## config.mk

```make
export PLATFORM = sky130hd
export DESIGN_NAME = integer_alu_with_power
export DESIGN_NICKNAME = d
export VERILOG_FILES = /design/src/rtl/core/ial_pkg.sv /design/src/rtl/core/ial_unit.sv /design/src/rtl/core/ial_core.sv /design/src/rtl/core/integer_alu_with_power.sv
export SDC_FILE = /design/constraint.sdc
export NUM_CORES = 2
export LEC_CHECK = 0
export ABC_AREA = 0
export BUFFER_PORTS_ARGS = -buffer_cell sky130_fd_sc_hd__buf_4
export CAP_MARGIN = 20
export CORE_MARGIN = 3
export CORE_UTILIZATION = 44
export DETAILED_ROUTE_END_ITERATION = 8
export RECOVER_POWER = 50
export SKIP_LAST_GASP = 1
export SLEW_MARGIN = 40
export SYNTH_ARGS = -nofsm -noshare
export SYNTH_HDL_FRONTEND = slang
export SYNTH_SLANG_ARGS = --single-unit
```

## constraint.sdc

```tcl
create_clock -name clk -period 10.9 [get_ports clk]
set_input_delay 2.18 -clock clk [delete_from_list [all_inputs] [get_ports clk]]
set_output_delay 2.18 -clock clk [all_outputs]
set_load 0.01 [all_outputs]
```

## src/rtl/core/ial_pkg.sv

```systemverilog
// Shared opcodes, status codes and datapath operation types for the integer ALU.
package ial_pkg;

    // Opcode field of an input item
    localparam logic [2:0] OP_ADD = 3'd0;
    localparam logic [2:0] OP_SUB = 3'd1;
    localparam logic [2:0] OP_MUL = 3'd2;
    localparam logic [2:0] OP_DIV = 3'd3;
    localparam logic [2:0] OP_POW = 3'd4;

    // Status field of a result item
    localparam logic [1:0] ST_OK      = 2'd0;
    localparam logic [1:0] ST_DIVZERO = 2'd1;
    localparam logic [1:0] ST_BADOP   = 2'd2;

    // Multiplier digit width of the shared unit
    localparam int DIGIT_W = 16;

    // Operations of the shared arithmetic unit
    typedef enum logic [1:0] {
        UOP_ADD = 2'd0,
        UOP_SUB = 2'd1,
        UOP_MAC = 2'd2
    } ial_uop_t;

endpackage

```

## src/rtl/core/ial_unit.sv

```systemverilog
// Shared arithmetic unit: add, subtract, and multiply-by-digit-accumulate.
module ial_unit
    import ial_pkg::*;
#(
    parameter int DATA_WIDTH = 32
)
(
    input  ial_uop_t                uop,
    input  logic [DATA_WIDTH:0]     opa,
    input  logic [DATA_WIDTH:0]     opb,
    input  logic [DIGIT_W-1:0]      digit,
    output logic [DATA_WIDTH:0]     res,
    output logic                    carry
);

    logic [DATA_WIDTH+DIGIT_W-1:0] prod_full;
    logic [DATA_WIDTH:0]           addend;
    logic                          cin;
    logic [DATA_WIDTH+1:0]         sum;

    always_comb
    begin
        prod_full = opb[DATA_WIDTH-1:0] * digit;
        unique case (uop)
            UOP_ADD:
            begin
                addend = opb;
                cin    = 1'b0;
            end
            UOP_SUB:
            begin
                addend = ~opb;
                cin    = 1'b1;
            end
            UOP_MAC:
            begin
                // wrap the partial product to the data width
                addend = {1'b0, prod_full[DATA_WIDTH-1:0]};
                cin    = 1'b0;
            end
            default:
            begin
                addend = '0;
                cin    = 1'b0;
            end
        endcase
        sum   = {1'b0, opa} + {1'b0, addend} + {{(DATA_WIDTH+1){1'b0}}, cin};
        res   = sum[DATA_WIDTH:0];
        carry = sum[DATA_WIDTH+1];
    end

endmodule

```

## src/rtl/core/ial_core.sv

```systemverilog
// Sequencer and working registers that drive the shared unit for one item at a time.
module ial_core
    import ial_pkg::*;
#(
    parameter int DATA_WIDTH = 32
)
(
    input  logic                    clk,
    input  logic                    rst_n,
    input  logic                    start,
    input  logic [2:0]              in_op,
    input  logic [DATA_WIDTH-1:0]   in_a,
    input  logic [DATA_WIDTH-1:0]   in_b,
    output logic                    idle,
    output logic                    done_valid,
    input  logic                    done_take,
    output logic [DATA_WIDTH-1:0]   value,
    output logic [DATA_WIDTH-1:0]   remainder,
    output logic [1:0]              status
);

    localparam int DIGITS = (DATA_WIDTH + DIGIT_W - 1) / DIGIT_W;
    localparam int MPL_W  = DIGITS * DIGIT_W;
    localparam int CNT_W  = $clog2(DATA_WIDTH);
    localparam logic [CNT_W-1:0] DIV_LAST = CNT_W'(DATA_WIDTH - 1);
    localparam logic [CNT_W-1:0] MUL_LAST = CNT_W'(DIGITS - 1);

    typedef enum logic [11:0] {
        S_IDLE  = 12'b0000_0000_0001,
        S_ARITH = 12'b0000_0000_0010,
        S_MUL   = 12'b0000_0000_0100,
        S_NEGA  = 12'b0000_0000_1000,
        S_NEGB  = 12'b0000_0001_0000,
        S_DIV   = 12'b0000_0010_0000,
        S_NEGQ  = 12'b0000_0100_0000,
        S_NEGR  = 12'b0000_1000_0000,
        S_PBIT  = 12'b0001_0000_0000,
        S_PACC  = 12'b0010_0000_0000,
        S_PSQ   = 12'b0100_0000_0000,
        S_DONE  = 12'b1000_0000_0000
    } ial_state_t;

    ial_state_t              state_reg,  state_next;
    logic [2:0]              op_reg,     op_next;
    logic                    a_neg_reg,  a_neg_next;
    logic                    b_neg_reg,  b_neg_next;
    logic [1:0]              st_reg,     st_next;
    logic [DATA_WIDTH-1:0]   acc_reg,    acc_next;
    logic [DATA_WIDTH-1:0]   sq_reg,     sq_next;
    logic [DATA_WIDTH-1:0]   rem_reg,    rem_next;
    logic [DATA_WIDTH-1:0]   exp_reg,    exp_next;
    logic [DATA_WIDTH-1:0]   mcand_reg,  mcand_next;
    logic [MPL_W-1:0]        mplier_reg, mplier_next;
    logic [CNT_W-1:0]        cnt_reg,    cnt_next;

    ial_uop_t                u_op;
    logic [DATA_WIDTH:0]     u_a;
    logic [DATA_WIDTH:0]     u_b;
    logic [DATA_WIDTH:0]     u_res;
    logic                    u_carry;

    ial_unit #(
        .DATA_WIDTH (DATA_WIDTH)
    ) u_unit (
        .uop   (u_op),
        .opa   (u_a),
        .opb   (u_b),
        .digit (mplier_reg[DIGIT_W-1:0]),
        .res   (u_res),
        .carry (u_carry)
    );

    // Steer the shared unit
    always_comb
    begin
        u_op = UOP_ADD;
        u_a  = '0;
        u_b  = '0;
        unique case (state_reg)
            S_ARITH:
            begin
                u_op = (op_reg == OP_SUB) ? UOP_SUB : UOP_ADD;
                u_a  = {1'b0, acc_reg};
                u_b  = {1'b0, sq_reg};
            end
            S_NEGA, S_NEGQ:
            begin
                u_op = UOP_SUB;
                u_b  = {1'b0, acc_reg};
            end
            S_NEGB:
            begin
                u_op = UOP_SUB;
                u_b  = {1'b0, sq_reg};
            end
            S_NEGR:
            begin
                u_op = UOP_SUB;
                u_b  = {1'b0, rem_reg};
            end
            S_DIV:
            begin
                u_op = UOP_SUB;
                u_a  = {rem_reg, acc_reg[DATA_WIDTH-1]};
                u_b  = {1'b0, sq_reg};
            end
            S_MUL, S_PACC:
            begin
                u_op = UOP_MAC;
                u_a  = {1'b0, acc_reg};
                u_b  = {1'b0, mcand_reg};
            end
            S_PSQ:
            begin
                u_op = UOP_MAC;
                u_a  = {1'b0, sq_reg};
                u_b  = {1'b0, mcand_reg};
            end
            default:
            begin
                u_op = UOP_ADD;
            end
        endcase
    end

    // Sequencer
    always_comb
    begin
        state_next  = state_reg;
        op_next     = op_reg;
        a_neg_next  = a_neg_reg;
        b_neg_next  = b_neg_reg;
        st_next     = st_reg;
        acc_next    = acc_reg;
        sq_next     = sq_reg;
        rem_next    = rem_reg;
        exp_next    = exp_reg;
        mcand_next  = mcand_reg;
        mplier_next = mplier_reg;
        cnt_next    = cnt_reg;

        unique case (state_reg)
            S_IDLE:
            begin
                if (start)
                begin
                    op_next    = in_op;
                    a_neg_next = in_a[DATA_WIDTH-1];
                    b_neg_next = in_b[DATA_WIDTH-1];
                    st_next    = ST_OK;
                    acc_next   = in_a;
                    sq_next    = in_b;
                    rem_next   = '0;
                    exp_next   = in_b;
                    cnt_next   = '0;
                    unique case (in_op)
                        OP_ADD, OP_SUB:
                        begin
                            state_next = S_ARITH;
                        end
                        OP_MUL:
                        begin
                            acc_next    = '0;
                            mcand_next  = in_a;
                            mplier_next = MPL_W'(in_b);
                            state_next  = S_MUL;
                        end
                        OP_DIV:
                        begin
                            if (in_b == '0)
                            begin
                                acc_next   = '0;
                                st_next    = ST_DIVZERO;
                                state_next = S_DONE;
                            end
                            else
                            begin
                                state_next = S_NEGA;
                            end
                        end
                        OP_POW:
                        begin
                            acc_next = DATA_WIDTH'(1);
                            sq_next  = in_a;
                            // zero or negative exponent gives one
                            if (in_b == '0 || in_b[DATA_WIDTH-1])
                            begin
                                state_next = S_DONE;
                            end
                            else
                            begin
                                state_next = S_PBIT;
                            end
                        end
                        default:
                        begin
                            acc_next   = '0;
                            st_next    = ST_BADOP;
                            state_next = S_DONE;
                        end
                    endcase
                end
            end
            S_ARITH:
            begin
                acc_next   = u_res[DATA_WIDTH-1:0];
                state_next = S_DONE;
            end
            S_MUL:
            begin
                acc_next    = u_res[DATA_WIDTH-1:0];
                mcand_next  = mcand_reg << DIGIT_W;
                mplier_next = mplier_reg >> DIGIT_W;
                cnt_next    = cnt_reg + 1'b1;
                if (cnt_reg == MUL_LAST)
                begin
                    state_next = S_DONE;
                end
            end
            S_NEGA:
            begin
                if (a_neg_reg)
                begin
                    acc_next = u_res[DATA_WIDTH-1:0];
                end
                state_next = S_NEGB;
            end
            S_NEGB:
            begin
                if (b_neg_reg)
                begin
                    sq_next = u_res[DATA_WIDTH-1:0];
                end
                state_next = S_DIV;
            end
            S_DIV:
            begin
                // restore on borrow, else keep the difference
                rem_next = u_carry ? u_res[DATA_WIDTH-1:0] : u_a[DATA_WIDTH-1:0];
                acc_next = {acc_reg[DATA_WIDTH-2:0], u_carry};
                cnt_next = cnt_reg + 1'b1;
                if (cnt_reg == DIV_LAST)
                begin
                    state_next = S_NEGQ;
                end
            end
            S_NEGQ:
            begin
                if (a_neg_reg != b_neg_reg)
                begin
                    acc_next = u_res[DATA_WIDTH-1:0];
                end
                state_next = S_NEGR;
            end
            S_NEGR:
            begin
                if (a_neg_reg)
                begin
                    rem_next = u_res[DATA_WIDTH-1:0];
                end
                state_next = S_DONE;
            end
            S_PBIT:
            begin
                cnt_next = '0;
                if (exp_reg == '0)
                begin
                    state_next = S_DONE;
                end
                else if (exp_reg[0])
                begin
                    mcand_next  = acc_reg;
                    mplier_next = MPL_W'(sq_reg);
                    acc_next    = '0;
                    state_next  = S_PACC;
                end
                else
                begin
                    mcand_next  = sq_reg;
                    mplier_next = MPL_W'(sq_reg);
                    sq_next     = '0;
                    state_next  = S_PSQ;
                end
            end
            S_PACC:
            begin
                acc_next    = u_res[DATA_WIDTH-1:0];
                mcand_next  = mcand_reg << DIGIT_W;
                mplier_next = mplier_reg >> DIGIT_W;
                cnt_next    = cnt_reg + 1'b1;
                if (cnt_reg == MUL_LAST)
                begin
                    cnt_next = '0;
                    if (exp_reg[DATA_WIDTH-1:1] == '0)
                    begin
                        state_next = S_DONE;
                    end
                    else
                    begin
                        mcand_next  = sq_reg;
                        mplier_next = MPL_W'(sq_reg);
                        sq_next     = '0;
                        state_next  = S_PSQ;
                    end
                end
            end
            S_PSQ:
            begin
                sq_next     = u_res[DATA_WIDTH-1:0];
                mcand_next  = mcand_reg << DIGIT_W;
                mplier_next = mplier_reg >> DIGIT_W;
                cnt_next    = cnt_reg + 1'b1;
                if (cnt_reg == MUL_LAST)
                begin
                    exp_next   = exp_reg >> 1;
                    state_next = S_PBIT;
                end
            end
            S_DONE:
            begin
                if (done_take)
                begin
                    state_next = S_IDLE;
                end
            end
            default:
            begin
                state_next = S_IDLE;
            end
        endcase
    end

    always_ff @(posedge clk or negedge rst_n)
    begin
        if (!rst_n)
        begin
            state_reg <= S_IDLE;
        end
        else
        begin
            state_reg <= state_next;
        end
    end

    always_ff @(posedge clk)
    begin
        op_reg     <= op_next;
        a_neg_reg  <= a_neg_next;
        b_neg_reg  <= b_neg_next;
        st_reg     <= st_next;
        acc_reg    <= acc_next;
        sq_reg     <= sq_next;
        rem_reg    <= rem_next;
        exp_reg    <= exp_next;
        mcand_reg  <= mcand_next;
        mplier_reg <= mplier_next;
        cnt_reg    <= cnt_next;
    end

    assign idle       = (state_reg == S_IDLE);
    assign done_valid = (state_reg == S_DONE);
    assign value      = acc_reg;
    assign remainder  = rem_reg;
    assign status     = st_reg;

endmodule

```

## src/rtl/core/integer_alu_with_power.sv

```systemverilog
// Top level of the signed integer ALU with add, subtract, multiply, divide and power.
// Input stream (s_axis_*): one item per operation with opcode, operand_a and operand_b.
// Output stream (m_axis_*): exactly one result item per input item, with value,
// remainder and status, in input order.
// A sequencer works one item at a time around a single shared adder / subtractor /
// DATA_WIDTH x 16 multiply-accumulate unit. Divide is restoring, one quotient bit per
// cycle; power is square-and-multiply. Divide by zero, a bad opcode and an exponent
// of zero or below go straight to the result without using the unit.
// s_axis_tready is high only while the sequencer is idle, from the cycle after the
// result moves into the output register, so a new item is taken only when the
// previous one has left the sequencer.
// The output register holds a finished result while the receiver stalls, so the
// sequencer can take and work a new item; it waits at the end only if the
// previous result has not been taken yet.
// Reset clears the sequencer and the output valid, so no result is made up.
module integer_alu_with_power
    import ial_pkg::*;
#(
    parameter int DATA_WIDTH = 32,
    localparam int IN_W  = ((2 * DATA_WIDTH + 3 + 7) / 8) * 8,
    localparam int OUT_W = ((2 * DATA_WIDTH + 2 + 7) / 8) * 8
)
(
    input  logic             clk,
    input  logic             rst_n,
    input  logic             s_axis_tvalid,
    output logic             s_axis_tready,
    input  logic [IN_W-1:0]  s_axis_tdata,   // opcode, operand_a, operand_b
    output logic             m_axis_tvalid,
    input  logic             m_axis_tready,
    output logic [OUT_W-1:0] m_axis_tdata    // value, remainder, status
);

    logic                   core_idle;
    logic                   core_start;
    logic                   core_done;
    logic                   core_take;
    logic [DATA_WIDTH-1:0]  core_value;
    logic [DATA_WIDTH-1:0]  core_rem;
    logic [1:0]             core_status;

    logic                   m_valid_reg, m_valid_next;
    logic [OUT_W-1:0]       m_data_reg,  m_data_next;

    // Accept a new item only while the sequencer is idle
    assign s_axis_tready = core_idle;
    assign core_start    = s_axis_tvalid && core_idle;

    ial_core #(
        .DATA_WIDTH (DATA_WIDTH)
    ) u_core (
        .clk        (clk),
        .rst_n      (rst_n),
        .start      (core_start),
        .in_op      (s_axis_tdata[2:0]),
        .in_a       (s_axis_tdata[DATA_WIDTH+2:3]),
        .in_b       (s_axis_tdata[2*DATA_WIDTH+2:DATA_WIDTH+3]),
        .idle       (core_idle),
        .done_valid (core_done),
        .done_take  (core_take),
        .value      (core_value),
        .remainder  (core_rem),
        .status     (core_status)
    );

    // Move the finished result into the output register when it is empty or draining
    assign core_take = core_done && (!m_valid_reg || m_axis_tready);

    always_comb
    begin
        m_valid_next = m_valid_reg;
        m_data_next  = m_data_reg;
        if (core_take)
        begin
            m_valid_next = 1'b1;
            m_data_next  = OUT_W'({core_status, core_rem, core_value});
        end
        else if (m_axis_tready)
        begin
            m_valid_next = 1'b0;
        end
    end

    always_ff @(posedge clk or negedge rst_n)
    begin
        if (!rst_n)
        begin
            m_valid_reg <= 1'b0;
        end
        else
        begin
            m_valid_reg <= m_valid_next;
        end
    end

    always_ff @(posedge clk)
    begin
        m_data_reg <= m_data_next;
    end

    assign m_axis_tvalid = m_valid_reg;
    assign m_axis_tdata  = m_data_reg;

endmodule

```

After elaboration in Yosys (flattened, before gate mapping) --
Cells that the tools add are included.
Word-level totals: output and inout port bits 74, logic and storage cells 152, flip-flop bits (word level) 283
Operators by class: bitwise operators 1, $mul 1, multiplexer cells 61, equal/unequal tests 37, reduce and logical (&&, ||, !) cells 35, add/sub/neg operators 3
Operator list (number):
- $mux W32 | 28
- $pmux W32 S4 | 3
- $pmux W33 S3 | 2
- $pmux W32 S3 | 2
- $pmux W32 S6 | 1
- $pmux W32 S5 | 1
- $pmux W12 S11 | 1
- $mux W12 | 10
- $logic_not A32 Y1 | 2
- $pmux W32 S2 | 1
- $pmux W12 S4 | 1
- $add A33 B33 Y34 | 1
- $add A34 B1 Y34 | 1
- $not A33 Y33 | 1
- $mul A32 B16 Y32 | 1
- $logic_not A31 Y1 | 1
- $ne A2 B1 Y1 const B | 12
- $pmux W5 S4 | 1
- $eq A12 B1 Y1 const B | 1
- $eq A12 B10 Y1 const B | 1
- $eq A12 B11 Y1 const B | 1
- $eq A12 B12 Y1 const B | 1
- $eq A12 B2 Y1 const B | 1
- $eq A12 B3 Y1 const B | 1
- 40 further kinds | 62

Logic depth before layout (Yosys ltp) --
depth after elaboration 9, mapped depth 49

By module --
From an unflattened synthesis, not the netlist that was laid out.
Unflattened totals: cells, all modules 2866, area, all modules 27690.3 µm²
By module, submodules not included:
- ial_unit | instances 1, area each 13540.5 µm², seq. area each 0.0 µm², cells an instance 1632
- ial_core | instances 1, area each 12069.1 µm², seq. area each 6427.4 µm², cells an instance 1156
- integer_alu_with_power | instances 1, area each 2080.7 µm², seq. area each 2006.9 µm², cells an instance 78

Worst setup path after synthesis --
No wires, ideal clock.
path kind reg-to-reg, start register u_core.state_reg[7], end register u_core.rem_reg[0], in the netlist u_core.remainder[0] (data pin), arrival time 10.056 ns, library setup time 0.256 ns, path buffers 6, slack 0.587 ns, stages on the path, launching flop included 44, path through dfrtp_1 -> nor4_1 -> and3_1 -> buf_4 -> buf_6 -> clkbuf_1 -> clkbuf_1 -> a22o_1 -> a221o_1 -> clkbuf_1 -> nand2_1 -> fa_1 -> fa_1 -> fa_1 -> fa_1 -> inv_1 -> fa_1 -> fa_1 -> [8 not listed] -> a31o_2 -> xor2_1 -> nand2_1 -> o211ai_1 -> ha_1 -> a21o_1 -> a21o_1 -> a21oi_1 -> o21ai_0 -> a21oi_1 -> o21ai_0 -> a31oi_1 -> o31ai_1 -> a21o_1 -> a21o_1 -> a21o_1 -> clkbuf_1 -> a22o_1
On the way: word-level cells in the longest chain between the ends 9, elaborated cells between the ends (all ways) 30, classes of those cells add/sub: 2; mul: 1; eq/ne: 12; mux: 8; bitwise: 1; reduce/logical: 6
RTL lines:
- start: declaration | RTL line ial_core.sv:43 | ial_state_t state_reg, state_next;
- start signal: assignment | RTL line ial_core.sv:341 | state_reg <= state_next;
- $eq A12 B3 Y1, or another cell as far along | RTL line ial_core.sv:79 | unique case (state_reg)
- $reduce_or A3 Y1 (no source line), or another cell as far along
- $pmux W32 S4 or $pmux W2 S3 (tied branches) | RTL line ial_core.sv:79
- $mul A32 B16 Y32, or another cell as far along | RTL line ial_unit.sv:23 | prod_full = opb[DATA_WIDTH-1:0] * digit;
- $pmux W33 S3 | RTL line ial_unit.sv:24 | unique case (uop)
- $add A33 B33 Y34 | RTL line ial_unit.sv:47 | sum = {1'b0, opa} + {1'b0, addend} + {{(DATA_WIDTH+1){1'b0}}, cin};
- $add A34 B1 Y34 | RTL line ial_unit.sv:47
- $mux W32, on equally long branches | RTL line ial_core.sv:257, ial_core.sv:239
- $pmux W32 S3 * | RTL line ial_core.sv:142 | unique case (state_reg)
- named net u_core.rem_next[0] | RTL line ial_core.sv:50 | logic [DATA_WIDTH-1:0] rem_reg, rem_next;
- end signal: assignment | RTL line ial_core.sv:353 | rem_reg <= rem_next;
- end: declaration | RTL line ial_core.sv:50
The timed path passes the listed nets; every way through them passes the cells marked *. The select of a mux whose other input is x is not followed. A chain may end at the register's enable or synchronous reset.

Worst setup path after layout --
start register u_core.state_reg[2], end register u_core.rem_reg[16], in the netlist u_core.remainder[16] (data pin)
Same word-level chain as after synthesis.

==> impl_metrics.yaml <==
synth:
  synthArstFlopShare_pct: 4.59
  ys_seq_area_share_pct: 31.4
  yosysWarnings: 0
  synth_edf_count: 270
  yosys.area.top_type: "edfxtp_1"
  synth_area_sq_mm: 0.0268
  yosysTopAreaCellShare_pct: 30.2
  synth_cells: 2764
  synthFlopType: "edfxtp_1"
  synth_cell_types: 82
  avgSynthCellArea_sq_um: 9.71
  ys_top_cells_by_area: "edfxtp_1 (30%), fa_1 (23%), nand2_1 (7.4%)"
  ys_seq_elements: 283
setup_path:
  reg2reg_from: "u_core.state_reg[2]$_DFFE_PN0P_"
  start_kind: "flop"
  cp_max_fo: 20
  endpoint_kind: "flop"
  r2r_cells: 44
  worstSetupPathType: "flop to flop"
  slowest_stage: "fa_1"
  r2r_slack_ps: 460
  required_ps: 11300
  worst_path_largest_cell_delay_ps: 530
  critical-path-top-delay-family: "adder cells"
  crit_buf_inv: 10
  crit_top_cell: "fa_1"
  arrival_ps: 10840
  r2r_end: "u_core.remainder[16]$_DFFE_PP_"
timing:
  holdWs_ps: 431
  tightest_slew_ps: 2770
  finClkSkew_ps: 17.1
  slew_violations: 243
  period_share_pct: 95.8
  min_period_ps: 10440
  setup_viol: 0
  relSlewSlack_pct: -84.9
  max_freq_mhz: 95.8
  setup_tns_ps: 0
  hold_viol: 0
floorplan:
  core_area_sq_mm: 0.0597
  rows: 89
  die-area_sq_mm: 0.0640
  chipHeight_microns: 253
  initial_core_util_pct: 45.0
  boundaryPins: 150
  dieWidth_microns: 253
routing:
  wl_met1_microns: 35400
  first_pass_iters: 9
  highest_layer: "met5"
  drtIter0Drc: 2518
  wire_per_inst_microns: 23.8
  dr_wl_met2_microns: 41100
  met3_length_microns: 7760
  vias: 21900
  routed_via_density: 5.93
  drt-total-wl_microns: 88100
  drc: 1
  drtAntennaViolNets: 0
clock_tree:
  ctsHtreeMaxLevel: 1
  clock_path_buffers: 3
  cts-root-buf: "clkbuf_16"
  cts_tree: "built"
  clk_pin_slew_worst_paths_ps: 70
  clk_latency_ps: 580
  clock-sinks: 283
  cts-hold-fix-buffers: 0
  numCtsBuffers: 28
cells_and_area:
  finalNetCount: 3379
  fin_cells: 3692
  utilization_pct: 50.5
  largest_register_ffs: 66
  layout-drive-gt1-share_pct: 10.4
  syn_to_final_growth_pct: 12.3
  diodes: 0
global_routing:
  antenna_found_initial: 1
  grt_overflow: 0
  grt.total_usage_pct: 27.5
  grt_pass1_wl_microns: 135000
  grt_pass1_vias: 22500
  grt_max_degree: 65
status:
  violations: "design-rule violations, max-capacitance violations, max-slew violations"
  status: "complete, but fails checks"
hold_path:
  holdPathEnd: "m_axis_tdata[65]$_DFFE_PP_"
  holdPathStages: 0
  hp-start: "u_core.status[1]$_DFFE_PP_"
  hold_path_class: "flop to flop"
place:
  io_buffers: 138
  placed_cells: 3634
  dp_hpwl_microns: 67500
  place_congestion: 0.934
job:
  maxCapViolCount: 6
power:
  peakVddDrop_mv: 0.225
  power.density_mw_per_mm2: 209
  power_leakage_nw: 12.9
[placed cells by master, fill, tap and decap left out, drive strengths merged, types with 5 or more instances in the layout]
cell type,instances
nand3,24
edfxtp,270
a22oi,62
nor4,20
a222oi,55
xnor2,64
dfrtp,12
nand4,8
a221o,18
ha,100
fa,306
and2,136
nand2,530
clkinv,10
mux2i,33
a22o,47
and3,10
nand2b,11
clkbuf,106
conb,6
buf,187
a21o,35
inv,394
o22ai,46
o211ai,12
a21oi,78
or3,5
o21a,9
or2,6
a31oi,14
nor2,83
o21bai,10
o21ai,96
xor2,24
nor2b,12
nor3,15
[worst max path at each step]
| stage | startpoint | to | cells past startpoint |
|---|---|---|---|
| after CTS | u_core.state_reg[9]$_DFFE_PN0P_ | u_core.remainder[14]$_DFFE_PP_ | 44 |
| after detailed placement | u_core.state_reg[9]$_DFFE_PN0P_ | u_core.remainder[14]$_DFFE_PP_ | 44 |
| after global routing | u_core.state_reg[2]$_DFFE_PN0P_ | u_core.remainder[29]$_DFFE_PP_ | 45 |
| final | u_core.state_reg[2]$_DFFE_PN0P_ | u_core.remainder[16]$_DFFE_PP_ | 44 |
| after global placement | u_core.state_reg[2]$_DFFE_PN0P_ | u_core.remainder[14]$_DFFE_PP_ | 43 |
| after floorplan | u_core.state_reg[7]$_DFFE_PN0P_ | u_core.remainder[0]$_DFFE_PP_ | 43 |
[through the flow]
stage / power [mW] / cell area, sq um / setup WS [ps]
2_1_floorplan: 3.92 / 26900 / 587
6_report: 6.30 / 30100 / 458
5_1_grt: 6.67 / 30100 / -22.6
3_3_place_gp: 5.11 / 29200 / 368
4_1_cts: 6.24 / 30200 / 93.3
3_5_place_dp: 5.17 / 29300 / 143
[where the power goes]
group / total [mW] / switching, mW / internal, mW
Combinational: 2.87 / 1.86 / 1.02
Sequential: 2.40 / 0.574 / 1.82
Clock: 1.03 / 0.449 / 0.583
[Yosys cell counts, types with 9 or more instances]
cell and number:
a21o_1 35, a21oi_1 78, a221o_1 15, a222oi_1 55
a22o_1 46, a22oi_1 62, a31oi_1 14, and2_1 136
buf_1 15, buf_2 9, buf_4 10, clkbuf_1 124
dfrtp_1 12, edfxtp_1 270, fa_1 306, ha_1 100
inv_1 391, mux2i_1 33, nand2_1 527, nand2b_1 11
nand3_1 23, nor2_1 83, nor2b_1 12, nor3_1 12
nor4_1 19, o211ai_1 12, o21a_1 9, o21ai_0 89
o21bai_1 10, o22ai_1 46, xnor2_1 63, xor2_1 24
[worst register-to-register path: cells and delay by family (launching register included)]
family	cells	cell delay, ps
DFF	1	480
adders and majority gates	8	3560
and+or+nand+nor	8	1360
AOI/OAI and AO/OA	16	3390
xor gates and xnor gates	2	310
buffers and inverters	10	1180
[layer usage]
| layer | vias up | global-route usage (%) |
|---|---|---|
| li1 | 9575 | - |
| met1 | 11000 | 36.9 |
| met2 | 1169 | 44.9 |
| met3 | 194 | 3.96 |
| met4 | 2 | 11.3 |
| met5 | - | 0 |
[cells by family after synthesis]
logic type / share of synthesized area [%]
xor gates and xnor gates: 3.07
buffers and inverters: 8.07
AOI/OAI and AO/OA: 13.7
muxes: 1.23
and+or+nand+nor: 15.0
DFF: 31.4
adders and majority gates: 27.5
other: 0.0140
[final cells by class]
cell class	instances	area [sq um]
Sequential cell	283	8440
Clock buffer	33	741
Timing Repair Buffer	260	1860
Clock inverter	19	211
Fill cell	5590	29600
Tap cell	773	967
Inverter	393	1480
Multi-Input combinational cell	1931	16400
[repair_timing]
action,in CTS,in global routing
hold endpoints to repair,0,0
resized for setup,0,41
setup endpoints to repair,0,33
buffers inserted,0,6
Power figures use the tool's default switching activity.
